## config.mk

```make
export PLATFORM = sky130hd
export DESIGN_NAME = sensor_array_auto_threshold_unit
export DESIGN_NICKNAME = d
export VERILOG_FILES = /design/src/hdl/sat_pkg.sv /design/src/hdl/sat_lane.sv /design/src/hdl/sat_merge.sv /design/src/hdl/sensor_array_auto_threshold_unit.sv
export SDC_FILE = /design/constraint.sdc
export NUM_CORES = 1
export LEC_CHECK = 0
export BUFFER_PORTS_ARGS = -buffer_cell sky130_fd_sc_hd__buf_2
export CELL_PAD_IN_SITES_DETAIL_PLACEMENT = 2
export CELL_PAD_IN_SITES_GLOBAL_PLACEMENT = 2
export CORE_MARGIN = 2
export CORE_UTILIZATION = 39
export CTS_CLUSTER_DIAMETER = 150
export DETAILED_ROUTE_END_ITERATION = 8
export PLACE_DENSITY = 0.82
export SLEW_MARGIN = 5
export SYNTH_ARGS = -nofsm -noshare
export SYNTH_HDL_FRONTEND = slang
export SYNTH_SLANG_ARGS = --single-unit
```

## constraint.sdc

```tcl
create_clock -name clk -period 7.4 [get_ports clk]
set_input_delay 1.48 -clock clk [delete_from_list [all_inputs] [get_ports clk]]
set_output_delay 1.48 -clock clk [all_outputs]
set_load 0.02 [all_outputs]
```

## src/hdl/sat_pkg.sv

```systemverilog
package sat_pkg;

  localparam int SAMPLE_W = 10;
  localparam int SLOT_COUNT = 8;
  localparam int LINE_W = 8;
  localparam int DEFAULT_CHANNELS = 8;
  localparam int TDATA_W = SLOT_COUNT * SAMPLE_W;

  localparam logic [SAMPLE_W-1:0] SAMPLE_MAX = 10'd1023;

  // Item kinds carried on the slave-side tuser.
  localparam logic OP_SCAN = 1'b0;
  localparam logic OP_CLEAR = 1'b1;

  typedef struct packed {
    logic scan;
    logic clear;
    logic calibrate;
  } lane_ctrl_t;

endpackage

```

## src/hdl/sat_lane.sv

```systemverilog
module sat_lane (
  input  logic                         clk,
  input  logic                         rst,
  input  sat_pkg::lane_ctrl_t          ctrl,
  input  logic [sat_pkg::SAMPLE_W-1:0] sample,
  output logic                         hit
);
  import sat_pkg::*;

  logic [SAMPLE_W-1:0] chan_max;
  logic [SAMPLE_W-1:0] chan_min;
  logic [SAMPLE_W-1:0] threshold;
  logic [SAMPLE_W-1:0] chan_max_next;
  logic [SAMPLE_W-1:0] chan_min_next;
  logic [SAMPLE_W-1:0] threshold_next;
  logic [SAMPLE_W:0]   mid_sum;
  logic [SAMPLE_W-1:0] threshold_use;

  always_comb begin
    chan_max_next  = (sample > chan_max) ? sample : chan_max;
    chan_min_next  = (sample < chan_min) ? sample : chan_min;
    mid_sum        = {1'b0, chan_min_next} + {1'b0, chan_max_next};
    threshold_next = mid_sum[SAMPLE_W:1];
    // In calibrate mode the mask compares against the freshly updated midpoint.
    threshold_use  = ctrl.calibrate ? threshold_next : threshold;
    hit            = sample > threshold_use;
  end

  always_ff @(posedge clk) begin
    if (rst) begin
      chan_max  <= '0;
      chan_min  <= SAMPLE_MAX;
      threshold <= '0;
    end else if (ctrl.clear) begin
      chan_max <= '0;
      chan_min <= SAMPLE_MAX;
    end else if (ctrl.scan && ctrl.calibrate) begin
      chan_max  <= chan_max_next;
      chan_min  <= chan_min_next;
      threshold <= threshold_next;
    end
  end

endmodule

```

## src/hdl/sat_merge.sv

```systemverilog
module sat_merge #(
  parameter int CHANNELS = sat_pkg::DEFAULT_CHANNELS
) (
  input  logic                       clk,
  input  logic                       rst,
  input  logic                       in_valid,
  input  logic [CHANNELS-1:0]        hits,
  output logic                       ready,
  output logic                       m_axis_tvalid,
  input  logic                       m_axis_tready,
  output logic [sat_pkg::LINE_W-1:0] m_axis_tdata
);
  import sat_pkg::*;

  logic [LINE_W-1:0] line;
  logic              out_valid;
  logic [LINE_W-1:0] out_data;
  logic              skid_valid;
  logic [LINE_W-1:0] skid_data;
  logic              out_load;
  logic              skid_load;

  always_comb begin
    line = '0;
    line[CHANNELS-1:0] = hits;
  end

  assign ready         = !skid_valid;
  assign m_axis_tvalid = out_valid;
  assign m_axis_tdata  = out_data;

  // The skid entry catches a result that arrives while the output is stalled.
  assign out_load  = (!out_valid || m_axis_tready) && (skid_valid || in_valid);
  assign skid_load = out_valid && !m_axis_tready && in_valid;

  always_ff @(posedge clk) begin
    if (rst) begin
      out_valid  <= 1'b0;
      skid_valid <= 1'b0;
    end else begin
      if (!out_valid || m_axis_tready) begin
        out_valid  <= skid_valid || in_valid;
        skid_valid <= 1'b0;
      end else if (in_valid) begin
        skid_valid <= 1'b1;
      end
    end
  end

  always_ff @(posedge clk) begin
    if (out_load) begin
      out_data <= skid_valid ? skid_data : line;
    end
    if (skid_load) begin
      skid_data <= line;
    end
  end

endmodule

```

## src/hdl/sensor_array_auto_threshold_unit.sv

```systemverilog
// Line-sensor auto threshold. Each slave transfer carries one scan of eight
// 10-bit samples (channel 0 in the lowest bits) or, with tuser high, a clear
// command that resets the per-channel minimum and maximum without producing
// a result. In calibrate mode a scan folds each sample into its channel's
// extremes and moves the threshold to their midpoint; in run mode the stored
// thresholds are used as they are. Every scan yields one 8-bit mask, bit i
// set when sample i is strictly above threshold i; bits at and above CHANNELS
// read 0. One lane per channel updates and compares combinationally, so a scan
// is accepted every clock while s_axis_tready is high; its mask is registered
// in a two-entry output buffer that drops s_axis_tready only when both entries
// hold results the master side has not yet taken. The user must write
// calibrate_mode through cfg_wr_en/cfg_wr_data while the unit is idle, unchecked.
module sensor_array_auto_threshold_unit #(
  parameter int CHANNELS = sat_pkg::DEFAULT_CHANNELS
) (
  input  logic                        clk,
  input  logic                        rst,
  input  logic                        cfg_wr_en,
  input  logic                        cfg_wr_data,
  input  logic                        s_axis_tvalid,
  output logic                        s_axis_tready,
  input  logic [sat_pkg::TDATA_W-1:0] s_axis_tdata,  // sample_0 .. sample_7, 10 bits each
  input  logic                        s_axis_tuser,  // op
  output logic                        m_axis_tvalid,
  input  logic                        m_axis_tready,
  output logic [sat_pkg::LINE_W-1:0]  m_axis_tdata   // line_bits
);
  import sat_pkg::*;

  logic                calibrate_mode;
  logic                in_xfer;
  lane_ctrl_t          ctrl;
  logic [CHANNELS-1:0] hits;

  always_ff @(posedge clk) begin
    if (rst) begin
      calibrate_mode <= 1'b0;
    end else if (cfg_wr_en) begin
      calibrate_mode <= cfg_wr_data;
    end
  end

  assign in_xfer        = s_axis_tvalid && s_axis_tready;
  assign ctrl.scan      = in_xfer && (s_axis_tuser == OP_SCAN);
  assign ctrl.clear     = in_xfer && (s_axis_tuser == OP_CLEAR);
  assign ctrl.calibrate = calibrate_mode;

  for (genvar i = 0; i < CHANNELS; i++) begin : g_lane
    sat_lane u_lane (
      .clk    (clk),
      .rst    (rst),
      .ctrl   (ctrl),
      .sample (s_axis_tdata[i*SAMPLE_W +: SAMPLE_W]),
      .hit    (hits[i])
    );
  end

  sat_merge #(
    .CHANNELS (CHANNELS)
  ) u_merge (
    .clk           (clk),
    .rst           (rst),
    .in_valid      (ctrl.scan),
    .hits          (hits),
    .ready         (s_axis_tready),
    .m_axis_tvalid (m_axis_tvalid),
    .m_axis_tready (m_axis_tready),
    .m_axis_tdata  (m_axis_tdata)
  );

endmodule

```

==> flow_summary.toml, run 1 <==
[yosys]
synthFlopType = "dfxtp_1"
synthCells = 2477
yosysTopAreaCell = "dfxtp_1"
yosysSeqAreaShare_pct = 25.80
async_flop_share_pct = 0
synth_top_family_by_area = "compound AO/OA/AOI/OAI gates"
synthAdderAreaFrac_pct = 19.13
synth_mux_area_share_pct = 10.23
synth_area_um2 = 20720
synth_common_cells = "ha_1, dfxtp_1, nand2_1, inv_1, a21oi_1"
syn-num-nets = 2876
synth_xor_area_share_pct = 2.156
synth_edf_count = 16
syn-mean-instance-area_um2 = 8.364
synthTopCellsByArea = "dfxtp_1, ha_1, mux2_2"
synthSimpleGateAreaFrac_pct = 14.95
yosys.area.top_type_share_pct = 23.48
ys_warn_count = 0
ys_seq_elements = 259
synth_compound_area_share_pct = 21.92
yosysMostFrequentCell = "ha_1"
synth_cell_types = 63

[critical_path]
crit_start = "s_axis_tdata[74]"
cp_max_fo = 11
arrival_ns = 7.11
rrSetupSlack_ns = 1.30
reg2reg_from = "g_lane[7].u_lane.chan_max[3]"
endpoint_kind = "register"
worst-setup-path-type = "in2reg"
critPathRequiredTime_ns = 7.70
cp-start-kind = "primary input"

[route]
wl_per_cell_um = 21.92
ant_nets = 0
vias_per_cell = 5.905
drc = 0
drt_wl_total_um = 70790
dr_total_vias = 19070
first_pass_iters = 5
drt_iter0_markers = 677

[sta]
grt_setup_unrepaired = "false"
setup-tns-final_ns = 0
skew_ns = 0.01160
max_freq_mhz = 146.8
worst_hold_slack_ns = 0.4551
period_minus_slack_ns = 6.811
setup_viol = 0
slew_viol_final = 0
worst_slack_ns = 0.5890
worst_slew_margin_rel_pct = 27.01
fin_crit_sh_pct = 92.04
final_hold_viol_count = 0
worst_slew_pin_slew_ns = 1.095

[final_layout]
nFillCells = 5927
area_growth_pct = 11.49
multi_input_area_um2 = 14210
num_antenna_cells = 0
regArea_um2 = 5349
nNetsFinal = 2914
final_layout_size_suffix_gt1_share_pct = 13.22

[run_status]
status = "complete, no violations"

[worst_hold_path]
hp-class = "reg2reg"
min_from = "g_lane[7].u_lane.threshold[1]"

[cts]
tritoncts = "yes"
htreeDepth = 2
cts_setup_buffers = 0
insertion_delay_ns = 0.55
cts_root_buf = "clkbuf_16"
clock_sinks = 259
ctsHoldBuffers = 0
cts_buffers = 35
cts-resized-gates = 0
clock_path_buffers = 3
cts.clk_slew.worst_paths_ns = 0.06

[pwr]
power.total_uw = 4496
vdd_ir_drop_max_mv = 0.1270
power.density_nw_per_um2 = 194.7
leakagePower_uw = 0.009924

[global_route]
antenna_found_initial = 0
grt_max_degree = 101
grt_pass1_vias = 21440
grt_pass1_wl_um = 115100
grt_use_total_pct = 25.90
grt_overflow = 0

[placement]
dp_slack_ns = 0.1936
port_buffers = 96
place_congestion = 0.8390
dp_hpwl_um = 51340

[floorplanning]
fp.dieArea_um2 = 54980
ios = 97
start_util_pct = 39.42
die_h_um = 234.5
die_x_um = 234.5
core-area_um2 = 52550
num_rows = 84

[flow_run]
drv_cap = 0
==> state kept, by name, indices dropped and copies added, names as in the netlist <==
| register | cells |
|---|---|
| g_lane.u_lane.chan_max | 80 |
| g_lane.u_lane.chan_min | 80 |
| g_lane.u_lane.threshold | 80 |
| u_merge.m_axis_tdata | 8 |
| u_merge.skid_data | 8 |
| calibrate_mode | 1 |
| u_merge.m_axis_tvalid | 1 |
| u_merge.skid_valid | 1 |
==> cell usage in the layout, fill, tap and decap left out, types with 7 or more instances in the layout <==
cell,count
ha_1,304
dfxtp_1,242
nand2_1,230
inv_1,205
a21oi_1,172
nor2_1,161
mux2_2,134
a211oi_1,97
buf_2,95
o21ai_0,93
o211ai_1,92
mux2i_1,61
nand3_1,53
a21o_1,51
xnor2_1,44
clkbuf_16,39
nand4_1,37
nor3_1,35
a31oi_1,27
nor2b_1,26
o21a_1,23
and3_1,22
o21bai_1,22
nand2b_1,21
and4_1,20
buf_4,16
edfxtp_1,16
a21boi_0,13
o311ai_0,12
o22ai_1,12
a31o_2,11
or3_1,11
o31a_1,10
or2_2,9
or4_1,8
fa_1,8
xor2_1,7
clkinv_1,7
clkinv_2,7
==> layout make-up <==
type / instances / area share [%]
clock buffers: 46 / 4.512
clock inverters: 17 / 0.7854
inverters: 207 / 3.364
multi-input cells: 1897 / 61.53
flip-flops and latches: 259 / 23.16
well taps: 688 / 3.727
repair buffers: 115 / 2.925
==> final timing paths <==
kind                                   end  cells past startpoint
max                u_merge.m_axis_tdata[7]                     25
min          g_lane[7].u_lane.threshold[1]                      2
max reg2reg        u_merge.m_axis_tdata[7]                     25
min reg2reg  g_lane[7].u_lane.threshold[1]                      2
==> per-layer routing <==
layer / vias to the layer above / wire length, um / GRT usage, %
met2: 224 / 36130 / 48.04
met1: 9620 / 31340 / 31.69
li1: 9120 / - / -
met3: 103 / 1904 / 2.810
met5: - / 0 / 0
met4: 0 / 1414 / 6.506
==> cell families (layout without fill, tap and decap cells) <==
family,Yosys count,count (layout)
and+or+nand+nor,656,656
muxes,195,195
buffers and inverters,321,385
adders and majority gates,312,312
AOI/OAI and AO/OA,683,683
DFF,259,259
xor gates and xnor gates,51,51
==> power by group <==
| part | leakage, uW | internal [uW] | total [uW] | switching [uW] |
|---|---|---|---|---|
| logic | 0.00721 | 470 | 1190 | 716 |
| registers | 0.00211 | 1450 | 1470 | 24.5 |
| clock network | 0.000605 | 1130 | 1840 | 710 |
| total | 0.00992 | 3050 | 4500 | 1450 |
==> worst max-delay path, cell delays in order <==
cell and delay [ns]:
buf_2 0.15, ha_1 0.35, and3_1 0.16, o21ai_0 0.28, a31oi_1 0.17, o21ai_0 0.17, buf_4 0.23, mux2_2 0.39
ha_1 0.39, nor2b_1 0.15, o21ai_0 0.11, a21boi_0 0.28, o21ai_0 0.15, a21boi_0 0.33, o21ai_0 0.18, a21boi_0 0.37
nor3_1 0.10, a21oi_1 0.19, ha_1 0.30, a21o_1 0.17, a21oi_1 0.18, nor2b_1 0.07, a2111oi_0 0.39, a31oi_1 0.11
mux2_2 0.28
==> through the flow <==
stage,utilization (%),instances,instance area [um2]
4_1_cts,43.95,3229,23100
2_1_floorplan,-,2477,20720
6_report,43.95,3229,23100
3_3_place_gp,41.63,3166,21870
5_1_grt,43.95,3229,23100
3_5_place_dp,41.63,3166,21870
No activity file was read; power rests on OpenSTA's default activity.
==> run 2, diff against run 1 <==
RECOVER_POWER = 100   (was not set)
==> flow_summary.toml, run 2 (synthesis gave the netlist of run 1 again) <==
[global_route]
grt_pass1_wl_um = 115100
grt_overflow = 0
antenna_found_initial = 0
grt_pass1_vias = 21440
grt_use_total_pct = 25.90
grt_max_degree = 101

[critical_path]
worst-setup-path-type = "in2reg"
arrival_ns = 7.24
critPathBufInv = 1
endpoint_kind = "register"
cp_max_fo = 12
cp_slowest_cell = "or2_0"
cp_cell_sequence = "buf_2, ha_1, nand4_1, a211oi_1, a2111o_1, or2_0, mux2_1, fa_1, a21o_1, a21oi_1, o21bai_1, a21oi_1, o21bai_1, a21oi_1, nor2_1, o21a_1, o22ai_1, ha_1, nand4_1, nor2_1, a2111oi_0, a31oi_1, mux2_2"
cpPeakStageDelay_ns = 0.70
rrSetupSlack_ns = 0.65
cp-start-kind = "primary input"
critPathRequiredTime_ns = 7.69
cpMostUsedCell = "a21oi_1"
crit_family = "compound AO/OA/AOI/OAI gates"

[sta]
grt_setup_unrepaired = "false"
worst_slew_pin_slew_ns = 3.114
setup_viol = 0
max_freq_mhz = 144.0
worst_slew_margin_rel_pct = -107.6
skew_ns = 0.01199
final_hold_viol_count = 0
setup-tns-final_ns = 0
period_minus_slack_ns = 6.945
slew_viol_final = 445
fin_crit_sh_pct = 93.86

[cts]
ctsHoldBuffers = 0
cts.clk_slew.worst_paths_ns = 0.06
insertion_delay_ns = 0.55
htreeDepth = 2
tritoncts = "yes"
cts-resized-gates = 0
cts_root_buf = "clkbuf_16"
clock_path_buffers = 3
cts_setup_buffers = 0
cts_buffers = 35
clock_sinks = 259

[route]
drt-met1-wl_um = 31330
drt_iter0_markers = 670
vias_per_cell = 5.904
ant_nets = 0
highest_layer = "met4"
dr_total_vias = 19060
drt_wl_total_um = 70770
drc = 0
route.met3.wl_um = 1763
wl_met2_um = 36270
first_pass_iters = 4
wl_per_cell_um = 21.92

[pwr]
leakagePower_uw = 0.009853
vdd_ir_drop_max_mv = 0.1275
power.density_nw_per_um2 = 195.3

[placement]
dp_hpwl_um = 51340
place_congestion = 0.8390
port_buffers = 96

[floorplanning]
die_x_um = 234.5
start_util_pct = 39.42
ios = 97
num_rows = 84
die_h_um = 234.5
core-area_um2 = 52550
fp.dieArea_um2 = 54980

[run_status]
violations = "max-capacitance violations, max-slew violations"
status = "finished, violations left"

[final_layout]
nFillCells = 5942
area_growth_pct = 11.09
final_layout_size_suffix_gt1_share_pct = 11.92
num_antenna_cells = 0
final_core_util_pct = 43.80
final_common_cell = "ha_1"
largestRegisters = "g_lane.u_lane.chan_max: 80 flops, g_lane.u_lane.chan_min: 80 flops, g_lane.u_lane.threshold: 80 flops"
layout_common_cells = "ha_1, dfxtp_1, nand2_1"
nNetsFinal = 2914

[flow_run]
drv_cap = 8

[worst_hold_path]
hp-class = "reg2reg"
-- run 2: worst register-to-register path, stage by stage (launching register included) --
cell	delay, ns
dfxtp_1	1.71
clkbuf_2	1.52
and3_1	2.46
buf_12	0.44
o211ai_1	0.19
o21ai_0	0.11
a21oi_1	0.08
-- run 2: power breakdown --
part,internal [uW],switching (uW),total [uW]
registers,1450,24.7,1470
clock network,1130,710,1840
logic,469,716,1180
total,3040,1450,4490
-- run 2: path summary, 6_finish.rpt --
kind,to,cells past startpoint,start
worst max-delay path,u_merge.m_axis_tdata[2],23,s_axis_tdata[29]
worst min register to register,g_lane[7].u_lane.threshold[1],2,g_lane[7].u_lane.threshold[1]
worst min-delay path,g_lane[7].u_lane.threshold[1],2,g_lane[7].u_lane.threshold[1]
worst max register to register,g_lane[4].u_lane.threshold[6],6,calibrate_mode
-- run 2: per-layer routing --
metal / global-route usage [%] / vias up
li1: - / 9119
met1: 31.69 / 9616
met2: 48.04 / 226
met3: 2.810 / 103
met4: 6.506 / 0
met5: 0 / -
-- run 2: cell type report --
class	count	area (um2)	area share, %
clock buffer	46	1042	4.528
clock inverter	17	181.4	0.7883
tap	688	860.8	3.740
inverter	207	777.0	3.376
sequential	259	5345	23.22
timing repair buffer	115	610.6	2.653
multi-input combinational	1897	14200	61.69
-- run 2: through the flow --
stage	worst slack, ns	total power (uW)	cell area, um2	instances	hold slack [ns]
finish	0.4547	4495	23020	3229	0.4545
global route	0.06286	4734	23020	3229	0.4775
CTS	0.6766	4546	23100	3229	0.4572
detailed placement	0.1936	2668	21870	3166	0.4495
global placement	0.4276	2589	21870	3166	0.4407
floorplan	0.9781	2301	20720	2477	0.4338
==> run 3, diff against run 2 <==
PLACE_DENSITY = 0.92   (was 0.82)
==> flow_summary.toml, run 3 (synthesis gave the netlist of run 1 again) <==
[run_status]
status = "finished, violations left"
violations = "max-capacitance violations, max-slew violations"

[route]
drt_iter0_markers = 792
vias_per_cell = 6.097
drc = 0
first_pass_iters = 5
drt_wl_total_um = 77740
ant_nets = 0
dr_total_vias = 19700
wl_per_cell_um = 24.06

[sta]
skew_ns = 0.009784
slew_viol_final = 281
max_freq_mhz = 144.0
worst_slew_pin_slew_ns = 3.913
period_minus_slack_ns = 6.947
worst_slew_margin_rel_pct = -161.5
grt_setup_unrepaired = "false"
setup_viol = 0
setup-tns-final_ns = 0
fin_crit_sh_pct = 93.87
final_hold_viol_count = 0

[pwr]
p_int_uw = 2922
p_seq_share_pct = 33.5
vdd_ir_drop_max_mv = 0.1564
power.density_nw_per_um2 = 192.2
p_sw_uw = 1483
netSwitchingFraction_pct = 33.66
pwr-share-clk_pct = 38.6
power.total_uw = 4405
leakagePower_uw = 0.009822
power_frac_comb_pct = 27.9

[final_layout]
multi_input_area_um2 = 14180
layout_common_cells = "ha_1, dfxtp_1, nand2_1"
num_antenna_cells = 0
regArea_um2 = 5349
post_layout_nonfiller_instances = 3231
largestRegisters = "g_lane.u_lane.chan_max: 80 flops, g_lane.u_lane.chan_min: 80 flops, g_lane.u_lane.threshold: 80 flops"
nNetsFinal = 2917
final_common_cell = "ha_1"
nFillCells = 5894
area_growth_pct = 10.61
final_layout_size_suffix_gt1_share_pct = 12.03
final_design_area_no_fill_um2 = 22920

[placement]
place_congestion = 0.8697
placed_cells = 3169
dp_hpwl_um = 55480
port_buffers = 96
place_area_um2 = 21870

[critical_path]
rr_endpoint = "g_lane[7].u_lane.threshold[6]"
r2r_cells = 6
cpMostUsedCell = "a21oi_1"
cp-start-kind = "primary input"
cp_slowest_cell = "a2111oi_0"
cp_max_fo = 12
critPathRequiredTime_ns = 7.70
reg2reg_from = "calibrate_mode"
cp_cell_sequence = "clkbuf_2, ha_1, a21oi_1, a211oi_1, a2111o_1, or2_2, o2111ai_1, inv_1, fa_1, a21o_1, a21oi_1, o21bai_1, a21oi_1, o21bai_1, a21oi_1, xnor2_1, mux2i_1, ha_1, a21o_1, a21oi_1, nor2b_1, a2111oi_0, a31oi_1, mux2_2"
cpPeakStageDelay_ns = 0.58
rrSetupSlack_ns = 1.09
crit_start = "s_axis_tdata[24]"
endpoint_kind = "register"
worst-setup-path-type = "in2reg"
arrival_ns = 7.25

[worst_hold_path]
min_path_cells = 2
min_from = "g_lane[1].u_lane.threshold[2]"
hp-class = "reg2reg"
min_to = "g_lane[1].u_lane.threshold[2]"

[floorplanning]
ios = 97
start_util_pct = 39.42
core-area_um2 = 52550
die_x_um = 234.5
num_rows = 84
die_h_um = 234.5
fp.dieArea_um2 = 54980

[global_route]
grt_pass1_vias = 22310
antenna_found_initial = 1
grt_use_total_pct = 28.14
grt_max_degree = 157
grt_pass1_wl_um = 123600
grt_overflow = 0

[cts]
ctsHoldBuffers = 0
insertion_delay_ns = 0.55
cts-resized-gates = 0
htreeDepth = 2
clock_sinks = 259
cts_setup_buffers = 0
tritoncts = "yes"
cts.clk_slew.worst_paths_ns = 0.06
cts_root_buf = "clkbuf_16"
cts_buffers = 35
clock_path_buffers = 3

[flow_run]
drv_cap = 6
[run 3: cell types whose count changed in the layout (fill, tap and decap cells not counted), moves of 3 or more]
| cell | previous run | this run |
|---|---|---|
| mux2_1 | 9 | 5 |
| mux2_2 | 125 | 129 |
| clkbuf_8 | 4 | 9 |
| clkinv_1 | 7 | 4 |
| bufinv_16 | 4 | 0 |
| clkbuf_1 | 21 | 28 |
[run 3: stage by stage]
stage | utilization (%) | hold WS (ns) | worst slack, ns
floorplan | - | 0.4338 | 0.9781
global placement | 41.61 | 0.4398 | 0.5187
detailed placement | 41.61 | 0.4510 | 0.06435
CTS | 43.74 | 0.4594 | 0.5497
global route | 43.61 | 0.4834 | 0.04691
finish | 43.61 | 0.4549 | 0.4533
[run 3: final cells by class]
| cell class | count | share of cell area, % |
|---|---|---|
| well taps | 688 | 3.756 |
| repair buffers | 118 | 2.741 |
| inverters | 207 | 3.391 |
| multi-input cells | 1897 | 61.88 |
| clock inverters | 8 | 0.1802 |
| flip-flops and latches | 259 | 23.34 |
| clock buffers | 54 | 4.712 |
[run 3: power groups by stage]
stage	clock (uW)	combinational, uW	sequential, uW
after global routing	1800	1350	1480
after floorplan	0	808	1490
after detailed placement	0	1190	1500
final	1700	1230	1470
after global placement	0	1070	1500
after CTS	1740	1220	1470
[run 3: worst max-delay path by stage]
stage                              endpoint  cells past startpoint
floorplan           u_merge.m_axis_tdata[4]                     23
global placement    u_merge.m_axis_tdata[5]                     23
detailed placement  u_merge.m_axis_tdata[2]                     24
CTS                 u_merge.m_axis_tdata[2]                     24
global route        u_merge.m_axis_tdata[5]                     23
finish              u_merge.m_axis_tdata[2]                     24
[run 3: critical path, delay by kind of cell]
family          cells  cell delay (ns)
buf+inv             2             0.26
xor+xnor            1             0.18
mux                 2             0.46
simple gates        2             0.49
fa+ha+maj           3             1.13
compound gates     14             3.23
[run 3: per-layer routing]
| layer | vias up | wire (um) | GRT usage [%] |
|---|---|---|---|
| met5 | - | 0 | 0 |
| met4 | 0 | 2838 | 11.03 |
| met3 | 194 | 2588 | 3.961 |
| met2 | 401 | 40250 | 52.25 |
| met1 | 9975 | 32060 | 32.31 |
| li1 | 9130 | - | - |
